--- src/json_string_unescape_macros.svh ---
// Assertion macros shared by the RTL of the JSON string decoder.
`ifndef JSON_STRING_UNESCAPE_MACROS_SVH
`define JSON_STRING_UNESCAPE_MACROS_SVH

// Checked at every rising edge of clk outside reset.
`define JSU_ASSERT(label, prop, msg) \
  label: assert property (@(posedge clk) disable iff (rst) (prop)) else $error(msg);

// Checked at every rising edge of clk, reset included.
`define JSU_ASSERT_ALWAYS(label, prop, msg) \
  label: assert property (@(posedge clk) (prop)) else $error(msg);

`endif

--- src/jsu_pkg.sv ---
`default_nettype none
package jsu_pkg;

  typedef enum logic [2:0] {
    MODE_IDLE = 3'd0,
    MODE_BODY = 3'd1,
    MODE_ESC  = 3'd2,
    MODE_HEX0 = 3'd3,
    MODE_HEX1 = 3'd4,
    MODE_HEX2 = 3'd5,
    MODE_HEX3 = 3'd6
  } mode_t;

  typedef enum logic [1:0] {
    KIND_UNIT  = 2'd0,
    KIND_DONE  = 2'd1,
    KIND_ERROR = 2'd2
  } kind_t;

  typedef struct packed {
    kind_t       kind;
    logic [15:0] unit;
    logic [15:0] count;
  } result_t;

  localparam logic [15:0] CTRL_MAX  = 16'h001F;
  localparam logic [15:0] COUNT_MAX = 16'hFFFF;

  localparam logic [15:0] CH_QUOTE     = 16'h0022;
  localparam logic [15:0] CH_BACKSLASH = 16'h005C;
  localparam logic [15:0] CH_SLASH     = 16'h002F;
  localparam logic [15:0] CH_B         = 16'h0062;
  localparam logic [15:0] CH_F         = 16'h0066;
  localparam logic [15:0] CH_N         = 16'h006E;
  localparam logic [15:0] CH_R         = 16'h0072;
  localparam logic [15:0] CH_T         = 16'h0074;
  localparam logic [15:0] CH_U         = 16'h0075;

  localparam logic [15:0] UNIT_BS  = 16'h0008;
  localparam logic [15:0] UNIT_FF  = 16'h000C;
  localparam logic [15:0] UNIT_LF  = 16'h000A;
  localparam logic [15:0] UNIT_CR  = 16'h000D;
  localparam logic [15:0] UNIT_TAB = 16'h0009;

  // Digit value in the low four bits; bit 4 set means not a hex digit.
  localparam logic [4:0] HEX_BAD = 5'd16;

  function automatic logic [4:0] hex_value(input logic [15:0] c);
    logic [4:0] v;
    begin
      v = HEX_BAD;
      if (c >= 16'h0030 && c <= 16'h0039) begin
        v = 5'(c - 16'h0030);
      end else if (c >= 16'h0061 && c <= 16'h0066) begin
        v = 5'(c - 16'h0061 + 16'd10);
      end else if (c >= 16'h0041 && c <= 16'h0046) begin
        v = 5'(c - 16'h0041 + 16'd10);
      end
      return v;
    end
  endfunction

endpackage
`default_nettype wire

--- src/json_string_unescape.sv ---
// A result is registered into the output buffer and shows on out_valid from its main entry.
// Throughput: one code unit per cycle while in_stall is low; the parse state updates in a single step per unit.
// A two-entry output buffer keeps input flowing while one result waits on out_stall.
// Reset (rst, synchronous) returns the parser to idle, clears the hex value and the
// count, and empties the output buffer.
`default_nettype none
`include "json_string_unescape_macros.svh"
module json_string_unescape (
  input  wire logic        clk,
  input  wire logic        rst,
  input  wire logic        in_valid,
  output logic             in_stall,
  input  wire logic [15:0] code_unit,
  input  wire logic        at_end,
  output logic             out_valid,
  input  wire logic        out_stall,
  output jsu_pkg::kind_t   result_kind,
  output logic [15:0]      decoded_unit,
  output logic [15:0]      units_consumed
);
  import jsu_pkg::*;

  mode_t       mode, mode_next;
  logic [15:0] hex_acc, hex_acc_next;
  logic [15:0] count, count_next;

  logic    res_valid;
  result_t res;

  result_t main_res, skid_res;
  logic    main_valid, skid_valid;

  logic accept, drain;

  assign in_stall = skid_valid;
  assign accept   = in_valid && !skid_valid;
  assign drain    = main_valid && !out_stall;

  // Parse step for one unit.
  always_comb begin
    logic [15:0] count_inc;
    logic [4:0]  hv;
    count_inc    = (count == COUNT_MAX) ? count : count + 16'd1;
    hv           = hex_value(code_unit);
    mode_next    = mode;
    hex_acc_next = hex_acc;
    count_next   = count;
    res_valid    = 1'b0;
    res          = '{kind: KIND_ERROR, unit: 16'd0, count: 16'd0};

    if (at_end) begin
      mode_next    = MODE_IDLE;
      hex_acc_next = 16'd0;
      count_next   = 16'd0;
      res_valid    = 1'b1;
    end else begin
      unique case (mode)
        MODE_BODY: begin
          count_next = count_inc;
          if (code_unit == CH_QUOTE) begin
            mode_next    = MODE_IDLE;
            hex_acc_next = 16'd0;
            count_next   = 16'd0;
            res_valid    = 1'b1;
            res          = '{kind: KIND_DONE, unit: 16'd0, count: count_inc};
          end else if (code_unit == CH_BACKSLASH) begin
            mode_next = MODE_ESC;
          end else if (code_unit > CTRL_MAX) begin
            res_valid = 1'b1;
            res       = '{kind: KIND_UNIT, unit: code_unit, count: 16'd0};
          end else begin
            mode_next    = MODE_IDLE;
            hex_acc_next = 16'd0;
            count_next   = 16'd0;
            res_valid    = 1'b1;
          end
        end
        MODE_ESC: begin
          count_next = count_inc;
          mode_next  = MODE_BODY;
          res_valid  = 1'b1;
          res.kind   = KIND_UNIT;
          unique case (code_unit)
            CH_QUOTE, CH_BACKSLASH, CH_SLASH: res.unit = code_unit;
            CH_B: res.unit = UNIT_BS;
            CH_F: res.unit = UNIT_FF;
            CH_N: res.unit = UNIT_LF;
            CH_R: res.unit = UNIT_CR;
            CH_T: res.unit = UNIT_TAB;
            CH_U: begin
              mode_next    = MODE_HEX0;
              hex_acc_next = 16'd0;
              res_valid    = 1'b0;
            end
            default: begin
              mode_next    = MODE_IDLE;
              hex_acc_next = 16'd0;
              count_next   = 16'd0;
              res.kind     = KIND_ERROR;
            end
          endcase
        end
        MODE_HEX0, MODE_HEX1, MODE_HEX2, MODE_HEX3: begin
          count_next = count_inc;
          if (hv[4]) begin
            mode_next    = MODE_IDLE;
            hex_acc_next = 16'd0;
            count_next   = 16'd0;
            res_valid    = 1'b1;
          end else if (mode == MODE_HEX3) begin
            mode_next    = MODE_BODY;
            hex_acc_next = 16'd0;
            res_valid    = 1'b1;
            res          = '{kind: KIND_UNIT, unit: {hex_acc[11:0], hv[3:0]},
                             count: 16'd0};
          end else begin
            mode_next    = mode_t'(mode + 3'd1);
            hex_acc_next = {hex_acc[11:0], hv[3:0]};
          end
        end
        default: begin
          // Idle, and the unused mode code, wait for the opening quote.
          if (code_unit == CH_QUOTE) begin
            mode_next    = MODE_BODY;
            hex_acc_next = 16'd0;
            count_next   = 16'd1;
          end else begin
            mode_next    = MODE_IDLE;
            hex_acc_next = 16'd0;
            count_next   = 16'd0;
            res_valid    = 1'b1;
          end
        end
      endcase
    end
  end

  always_ff @(posedge clk) begin
    if (rst) begin
      mode    <= MODE_IDLE;
      hex_acc <= 16'd0;
      count   <= 16'd0;
    end else if (accept) begin
      mode    <= mode_next;
      hex_acc <= hex_acc_next;
      count   <= count_next;
    end
  end

  // Output buffer: the skid entry only fills while the main entry is held.
  always_ff @(posedge clk) begin
    if (rst) begin
      main_valid <= 1'b0;
      skid_valid <= 1'b0;
    end else if (drain) begin
      if (skid_valid) begin
        main_valid <= 1'b1;
        skid_valid <= 1'b0;
      end else begin
        main_valid <= accept && res_valid;
      end
    end else if (accept && res_valid) begin
      if (main_valid) begin
        skid_valid <= 1'b1;
      end else begin
        main_valid <= 1'b1;
      end
    end
  end

  always_ff @(posedge clk) begin
    if (drain) begin
      if (skid_valid) begin
        main_res <= skid_res;
      end else if (accept && res_valid) begin
        main_res <= res;
      end
    end else if (accept && res_valid) begin
      if (main_valid) begin
        skid_res <= res;
      end else begin
        main_res <= res;
      end
    end
  end

  assign out_valid      = main_valid;
  assign result_kind    = main_res.kind;
  assign decoded_unit   = main_res.unit;
  assign units_consumed = main_res.count;

  `JSU_ASSERT(a_skid_needs_main, skid_valid |-> main_valid, "skid entry filled while main empty")
  `JSU_ASSERT(a_skid_drains, (skid_valid && !out_stall) |=> !skid_valid,
              "skid entry not moved up after a drain")
  `JSU_ASSERT(a_count_in_string, (mode != MODE_IDLE) |-> (count != 16'd0),
              "unit count zero inside a string")
  `JSU_ASSERT(a_done_count, (out_valid && result_kind == KIND_DONE) |-> (units_consumed >= 16'd2),
              "done transaction with fewer than two units")
  `JSU_ASSERT(a_non_unit_zero, (out_valid && result_kind != KIND_UNIT) |-> (decoded_unit == 16'd0),
              "decoded unit nonzero on done or error")
  `JSU_ASSERT_ALWAYS(a_reset_empty, rst |=> (!out_valid && !in_stall),
                     "output buffer not empty after reset")

endmodule
`default_nettype wire
--- config.mk ---
export PLATFORM = sky130hd
export DESIGN_NAME = json_string_unescape
export DESIGN_NICKNAME = d
export VERILOG_FILES = /design/src/jsu_pkg.sv /design/src/json_string_unescape.sv
export VERILOG_INCLUDE_DIRS = /design/src /design/src/src
export SDC_FILE = /design/constraint.sdc
export NUM_CORES = 1
export LEC_CHECK = 0
export BUFFER_PORTS_ARGS = -buffer_cell sky130_fd_sc_hd__buf_2
export CAP_MARGIN = 15
export CORE_AREA = 10 10 108 101
export DETAILED_ROUTE_END_ITERATION = 10
export DIE_AREA = 0 0 118 111
export MAX_ROUTING_LAYER = met4
export PLACE_DENSITY = 0.89
export SKIP_CTS_REPAIR_TIMING = 1
export SYNTH_ARGS = -nofsm -noshare
export SYNTH_HDL_FRONTEND = slang
export SYNTH_SLANG_ARGS = --single-unit
--- constraint.sdc ---
create_clock -name clk -period 18.5 [get_ports clk]
set_input_delay 4.625 -clock clk [delete_from_list [all_inputs] [get_ports clk]]
set_output_delay 4.625 -clock clk [all_outputs]
set_load 0.01 [all_outputs]
Yosys cells after proc, flatten, opt, wreduce, memory -nomap -nowiden. Index checks and enable logic that the tools add are counted.

Muxes and demuxes: 55. Reduce and logical (&&, ||, !) cells: 20. $add $sub $neg: 7. Order comparisons: 7. Bitwise logic cells: 1. Equality and inequality tests: 21.

Operators with widths (count): 34-bit two-way mux (11); 16-bit by 7-bit equality test with 1-bit output (second input constant) (7); 16-bit two-way mux (7); 16-bit one-hot mux with 6 select lines (1); 12-bit two-way mux (7); 18-bit one-hot mux with 3 select lines (1); 16-bit one-hot mux with 3 select lines (1); 12-bit one-hot mux with 3 select lines (1); 16-bit by 6-bit equality test with 1-bit output (second input constant) (2); 16-bit by 7-bit greater-or-equal comparator with 1-bit output (second input constant) (2); 16-bit by 7-bit <= comparator with 1-bit output (second input constant) (2); 16-bit one-hot mux with 2 select lines (1); 3-bit two-way mux (6); 16-bit by 1-bit adder with 16-bit output (second input constant) (1); 16-bit equality test (second input constant) (1); 16-bit by 6-bit greater-or-equal comparator with 1-bit output (second input constant) (1); 16-bit by 5-bit > comparator with 1-bit output (second input constant) (1); 16-bit by 6-bit <= comparator with 1-bit output (second input constant) (1); 5-bit two-way mux (3); 1-bit two-way mux (12); 5-bit by 4-bit adder with 5-bit output (second input constant) (2); 5-bit by 1-bit subtractor with 5-bit output (second input constant) (2); 3-bit equality test (second input constant) (3); 3-bit one-hot mux with 3 select lines (1); 23 further kinds (34).

Output and inout bits: 36. Logic and storage cells: 122. Register bits: 101.

Longest topological paths before layout.
Depth in word-level cells: 12. Depth in mapped cells: 11.

Worst setup path after synthesis. Ideal clock, no wire load.

Path type: input to register. From: in code_unit[0]. To: reg main_res (netlist bit decoded_unit[0]), enable pin. Cell stages on the path: 9. Library setup time: 0.478 ns. Path buffers: 0. Arrival time: 8.713 ns. Required time: 18.022 ns. Setup slack: 9.309 ns. Cells stage by stage: inv_1 -> ha_1 -> nor3b_1 -> or4_1 -> a311oi_2 -> or2_2 -> a21boi_0 -> o21ai_0 -> a21boi_0.

Longest elaborated chain between the ends: 11. Elaborated cells between the ends (all ways): 31. Classes of those cells: 5 x add/sub; 6 x order compare; 3 x eq/ne; 10 x mux; 7 x reduce/logical.

RTL lines: start: declaration (line json_string_unescape.sv:13) `input wire logic [15:0] code_unit,`; 5-bit by 1-bit subtractor with 5-bit output, or another cell as far along (line jsu_pkg.sv:55, jsu_pkg.sv:57); 5-bit by 4-bit adder with 5-bit output or 1-bit logical AND (tied branches) (line jsu_pkg.sv:55, jsu_pkg.sv:57, jsu_pkg.sv:56); 5-bit two-way mux (line jsu_pkg.sv:56) `end else if (c >= 16'h0041 && c <= 16'h0046) begin`; 5-bit two-way mux (line jsu_pkg.sv:54) `end else if (c >= 16'h0061 && c <= 16'h0066) begin`; 5-bit two-way mux (line jsu_pkg.sv:52) `if (c >= 16'h0030 && c <= 16'h0039) begin`; 1-bit two-way mux (line json_string_unescape.sv:105) `if (hv[4]) begin`; 1-bit one-hot mux with 3 select lines (*) (line json_string_unescape.sv:57) `unique case (mode)`; 1-bit two-way mux (*) (line json_string_unescape.sv:51) `if (at_end) begin`; 1-bit logical AND (*) (line json_string_unescape.sv:175, json_string_unescape.sv:178); 2-bit nonzero test (no line); 3-bit AND reduction (no line) (*); end signal: assignment (line json_string_unescape.sv:174) `main_res <= skid_res;`; end signal: assignment (line json_string_unescape.sv:176) `main_res <= res;`; end signal: assignment (line json_string_unescape.sv:182) `main_res <= res;`; end: declaration (line json_string_unescape.sv:30) `result_t main_res, skid_res;`.

Every way passes the cells marked *; elsewhere a longest branch is shown, timed or not. A chain may end at the register's enable or synchronous reset.

Final worst setup path.
From: in code_unit[15]. To: reg main_res (netlist bit units_consumed[14]), enable pin.

Longest elaborated chain between the ends: 11. Elaborated cells between the ends (all ways): 26. Classes of those cells: 6 x order compare; 3 x eq/ne; 10 x mux; 7 x reduce/logical.

RTL lines (line): 16-bit by 7-bit greater-or-equal comparator with 1-bit output or 16-bit by 7-bit <= comparator with 1-bit output (tied branches) (jsu_pkg.sv:56); 1-bit logical AND (jsu_pkg.sv:56); 5-bit two-way mux (jsu_pkg.sv:56); 5-bit two-way mux (jsu_pkg.sv:54); 5-bit two-way mux (jsu_pkg.sv:52); 1-bit two-way mux (json_string_unescape.sv:105); 1-bit one-hot mux with 3 select lines (*) (json_string_unescape.sv:57); 1-bit two-way mux (*) (json_string_unescape.sv:51); 1-bit logical AND (*) (json_string_unescape.sv:175, json_string_unescape.sv:178); 2-bit nonzero test (no line); 3-bit AND reduction (no line) (*).

Marked as above.

==> Implementation_results.wiki <==
{| class="wikitable"
! Metric !! Value
|-
| Outcome || completed
|-
| Peak ir drop on the vdd network || 0.0381 mV
|-
| Register area share after synthesis || 51.5%
|-
| Final worst path period need || 7.80 ns
|-
| Wire length of the first global-routing pass || 21.9 mm
|-
| Global-route usage over all layers || 20.9%
|-
| Yosys warning total || 0
|-
| Reg-to-reg endpoint || hex_acc[9]
|-
| Synth cell types || 66
|-
| Post-synthesis mux area share || 1.69%
|-
| Detail Placement HPWL || 9.66 mm
|-
| Cell depth of the worst min-delay path || 2
|-
| Busiest layer in global routing || met1
|-
| Max Root-Sink Buffers || 2
|-
| Largest fanout on the critical path || 25
|-
| Max Freq || 128 MHz
|-
| Synth Flop Type || edfxtp_1
|-
| Overall power of the completed layout || 0.421 mW
|-
| Count of endpoints failing setup in the final report || 0
|-
| Actual transition at the worst max-transition pin || 1.14 ns
|-
| Row cnt || 33
|-
| Synthesized-area fraction occupied by and/or/nand/nor cells || 21.1%
|-
| Kind of capture point of the worst setup path || flop
|-
| Headroom to the max-slew limit || 23.9%
|-
| Clock share of power || 34.1%
|-
| Hold Path Class || flop to flop
|-
| Switching fraction of total power || 26.2%
|-
| Unrepaired setup endpoints after global routing || no
|-
| Count of endpoints failing hold in the final timing report || 0
|-
| TritonRoute pass-1 iters || 5
|-
| Number of enable-type register cells in the synthesized netlist || 68
|-
| Chip Height || 111 µm
|-
| Met2 usage in global routing || 29.5%
|-
| Synthesis-to-layout area growth || 10.8%
|-
| Fraction of the cycle the final worst path needs || 42.1%
|-
| Fraction of registers with async set/reset || 0%
|-
| Share of the synthesized area in compound gates (AO/OA/AOI/OAI) || 19.3%
|-
| Worst Hold Launch || skid_res[1]
|-
| Worst Setup Path Type || primary input to flop
|-
| Number of pins with negative max-slew slack in the final report || 0
|-
| CTS Root Buffer Type || clkbuf_8
|-
| Clk_skew || 0.0147 ns
|-
| Per-cell routed wire length || 19.5 µm
|-
| DR DRC count || 0
|-
| Ant diodes || 0
|-
| Share of total power in combinational logic || 7.1%
|-
| Register clock-pin slew on the reported worst setup and hold paths || 0.10 ns
|-
| Worst Hold Path EP || units_consumed[1]
|-
| Vias || 4446
|-
| Placement Cell Area || 5590 µm²
|-
| Routed Wire Length || 13.6 mm
|-
| Top-level port count || 57
|-
| Vias per Instance || 6.36
|-
| Number of synthesized register bits || 101
|-
| PortBufs || 56
|-
| Number of global-route vias before repair || 4112
|-
| R2r worst-path depth || 6
|-
| Max cap viols || 0
|-
| CTS tree || yes
|-
| LEAKAGE || 2.16 nW
|-
| Xor/xnor cell area share of the yosys netlist || 2.00%
|-
| Internal power || 0.310 mW
|-
| Final weighted congestion of routability-driven global placement || 0.952
|-
| Post-Route Setup TNS || 0 ns
|-
| Yosys top cell by area || edfxtp_1
|-
| Die width || 118 µm
|-
| Number of nets in the layout || 598
|-
| Initial detailed-routing violation count || 657
|-
| Max H-tree Level || 3
|-
| Top cell type's share of synthesized area || 38.9%
|-
| Avg Inst Size Synth || 9.86 µm²
|-
| Pin count of the biggest net entering global routing || 35
|-
| Cell count after synthesis || 532
|-
| Combinational family with the most area after synthesis || simple AND/OR/NAND/NOR gates
|-
| Std-Cell Core Area || 8750 µm²
|-
| Power per cell area || 72.4 nW/µm²
|-
| Critical path required time || 18.63 ns
|-
| Initial antenna violation count || 0
|-
| Clock buffer count from CTS || 9
|-
| Global-route met3 utilization || 4.18%
|-
| Share of final-layout standard cells stronger than drive strength 1 || 17.2%
|-
| Worst setup slack for register-to-register paths || 15.26 ns
|-
| Post-Syn Nets || 558
|-
| Sequential cell fraction of total power || 58.8%
|-
| GRT met1 Usage || 29.9%
|-
| Reported net switching power || 0.110 mW
|-
| Cell types with the largest area share after synthesis || edfxtp_1 39%, dfxtp_1 13%, nand2_1 6.4%, a22o_1 4.0%, nor2_1 2.9%
|-
| Clock latency of the later-clocked register in the worst-skew pair || 0.37 ns
|-
| Final Cell Area || 5810 µm²
|-
| CTS sink cnt || 101
|-
| Crit path launch type || primary input
|-
| Die Outline Area || 13100 µm²
|-
| Summed instance area of the synthesized netlist || 5250 µm²
|-
| Overflow left after global routing || 0
|-
| RR Startpoint || mode[1]
|-
| Adder and majority gate portion of the synthesized area || 1.19%
|-
| Initial cell density of the core || 59.9%
|-
| Data arrival time of the critical path || 7.93 ns
|-
| Hold WS || 0.516 ns
|-
| Remaining antenna violation count after routing || 0
|}
layer usage:
metal,up-vias,part of all wire [%]
met5,-,0
met4,0,1.4
met3,22,10
met2,235,44
met1,2110,44
li1,2079,-
worst max-delay path, stage by stage:
cell	delay (ns)
buf_2	0.12
nor4_1	0.79
nand4_1	0.31
nor4b_1	0.68
or2_2	0.29
a21boi_0	0.11
o21ai_0	0.50
a21boi_4	0.25
buf_16	0.24
cell usage in the layout, fill, tap and decap left out, drive strengths merged, types with 6 or more instances in the layout:
cell type | Yosys | layout
nor2b | 8 | 8
buf | 5 | 58
a22o | 24 | 24
a21oi | 20 | 20
nand4 | 11 | 11
o31ai | 6 | 6
nor2 | 40 | 40
clkbuf | 24 | 9
nor3 | 7 | 7
mux2 | 7 | 7
nand2 | 90 | 90
xnor2 | 8 | 8
and3 | 9 | 9
dfxtp | 33 | 33
inv | 14 | 21
or2 | 6 | 6
o21ai | 31 | 31
a22oi | 11 | 11
nand3 | 15 | 15
edfxtp | 68 | 68
a31oi | 14 | 14
flip-flops by register name, summed over array words and instances (netlist names):
| signal | cells |
|---|---|
| units_consumed | 16 |
| skid_res | 34 |
| out_valid | 1 |
| decoded_unit | 16 |
| hex_acc | 12 |
| result_kind | 2 |
| in_stall | 1 |
| count | 16 |
| mode | 3 |
power by group through the flow:
stage	combinational (mW)	sequential [mW]	clock [mW]
2_1_floorplan	0.0123	0.256	0
3_5_place_dp	0.0282	0.253	0
6_report	0.0298	0.247	0.143
5_1_grt	0.0324	0.248	0.152
3_3_place_gp	0.0280	0.253	0
4_1_cts	0.0284	0.248	0.143
Yosys cell counts, drive strengths merged, types with 5 or more instances:
master / count
a211oi: 5
a21oi: 20
a22o: 24
a22oi: 11
a31oi: 14
and3: 9
buf: 5
clkbuf: 24
dfxtp: 33
edfxtp: 68
ha: 5
inv: 14
mux2: 7
nand2: 90
nand2b: 5
nand3: 15
nand4: 11
nor2: 40
nor2b: 8
nor3: 7
nor4: 5
o21ai: 31
o31ai: 6
or2: 6
or4: 5
xnor2: 8
logic make-up (layout without fill, tap and decap cells):
kind of cell | count (synthesis) | in the layout
flip-flops | 101 | 101
multiplexers | 8 | 8
AO/OA/AOI/OAI | 141 | 141
AND/OR/NAND/NOR | 222 | 222
adder cells (fa/ha/maj) | 5 | 5
buffers and inverters | 43 | 88
XOR/XNOR | 12 | 12
worst max path at each step:
stage	start	to	slack, ns	cells past startpoint
3_3_place_gp	code_unit[0]	result_kind[0]	10.50	10
4_1_cts	code_unit[0]	result_kind[1]	10.74	10
5_1_grt	code_unit[15]	result_kind[1]	10.47	9
2_1_floorplan	code_unit[0]	decoded_unit[0]	9.31	9
3_5_place_dp	code_unit[0]	units_consumed[11]	10.36	10
6_report	code_unit[15]	units_consumed[14]	10.70	9
final cells by class:
| type | instances | area, µm² |
|---|---|---|
| clock buffers | 9 | 124 |
| clock inverters | 7 | 76.3 |
| fillers | 686 | 2940 |
| inverters | 14 | 52.6 |
| multi-input cells | 388 | 2390 |
| flip-flops and latches | 101 | 2700 |
| well taps | 122 | 153 |
| repair buffers | 58 | 315 |
stage by stage:
step / util (%) / worst slack, ns / cells
3_5_place_dp: 63.8 / 10.36 / 682
5_1_grt: 66.4 / 10.47 / 699
4_1_cts: 66.1 / 10.74 / 698
2_1_floorplan: - / 9.31 / 532
6_report: 66.4 / 10.70 / 699
3_3_place_gp: 63.8 / 10.50 / 682
(Power assumes the default switching activity.)
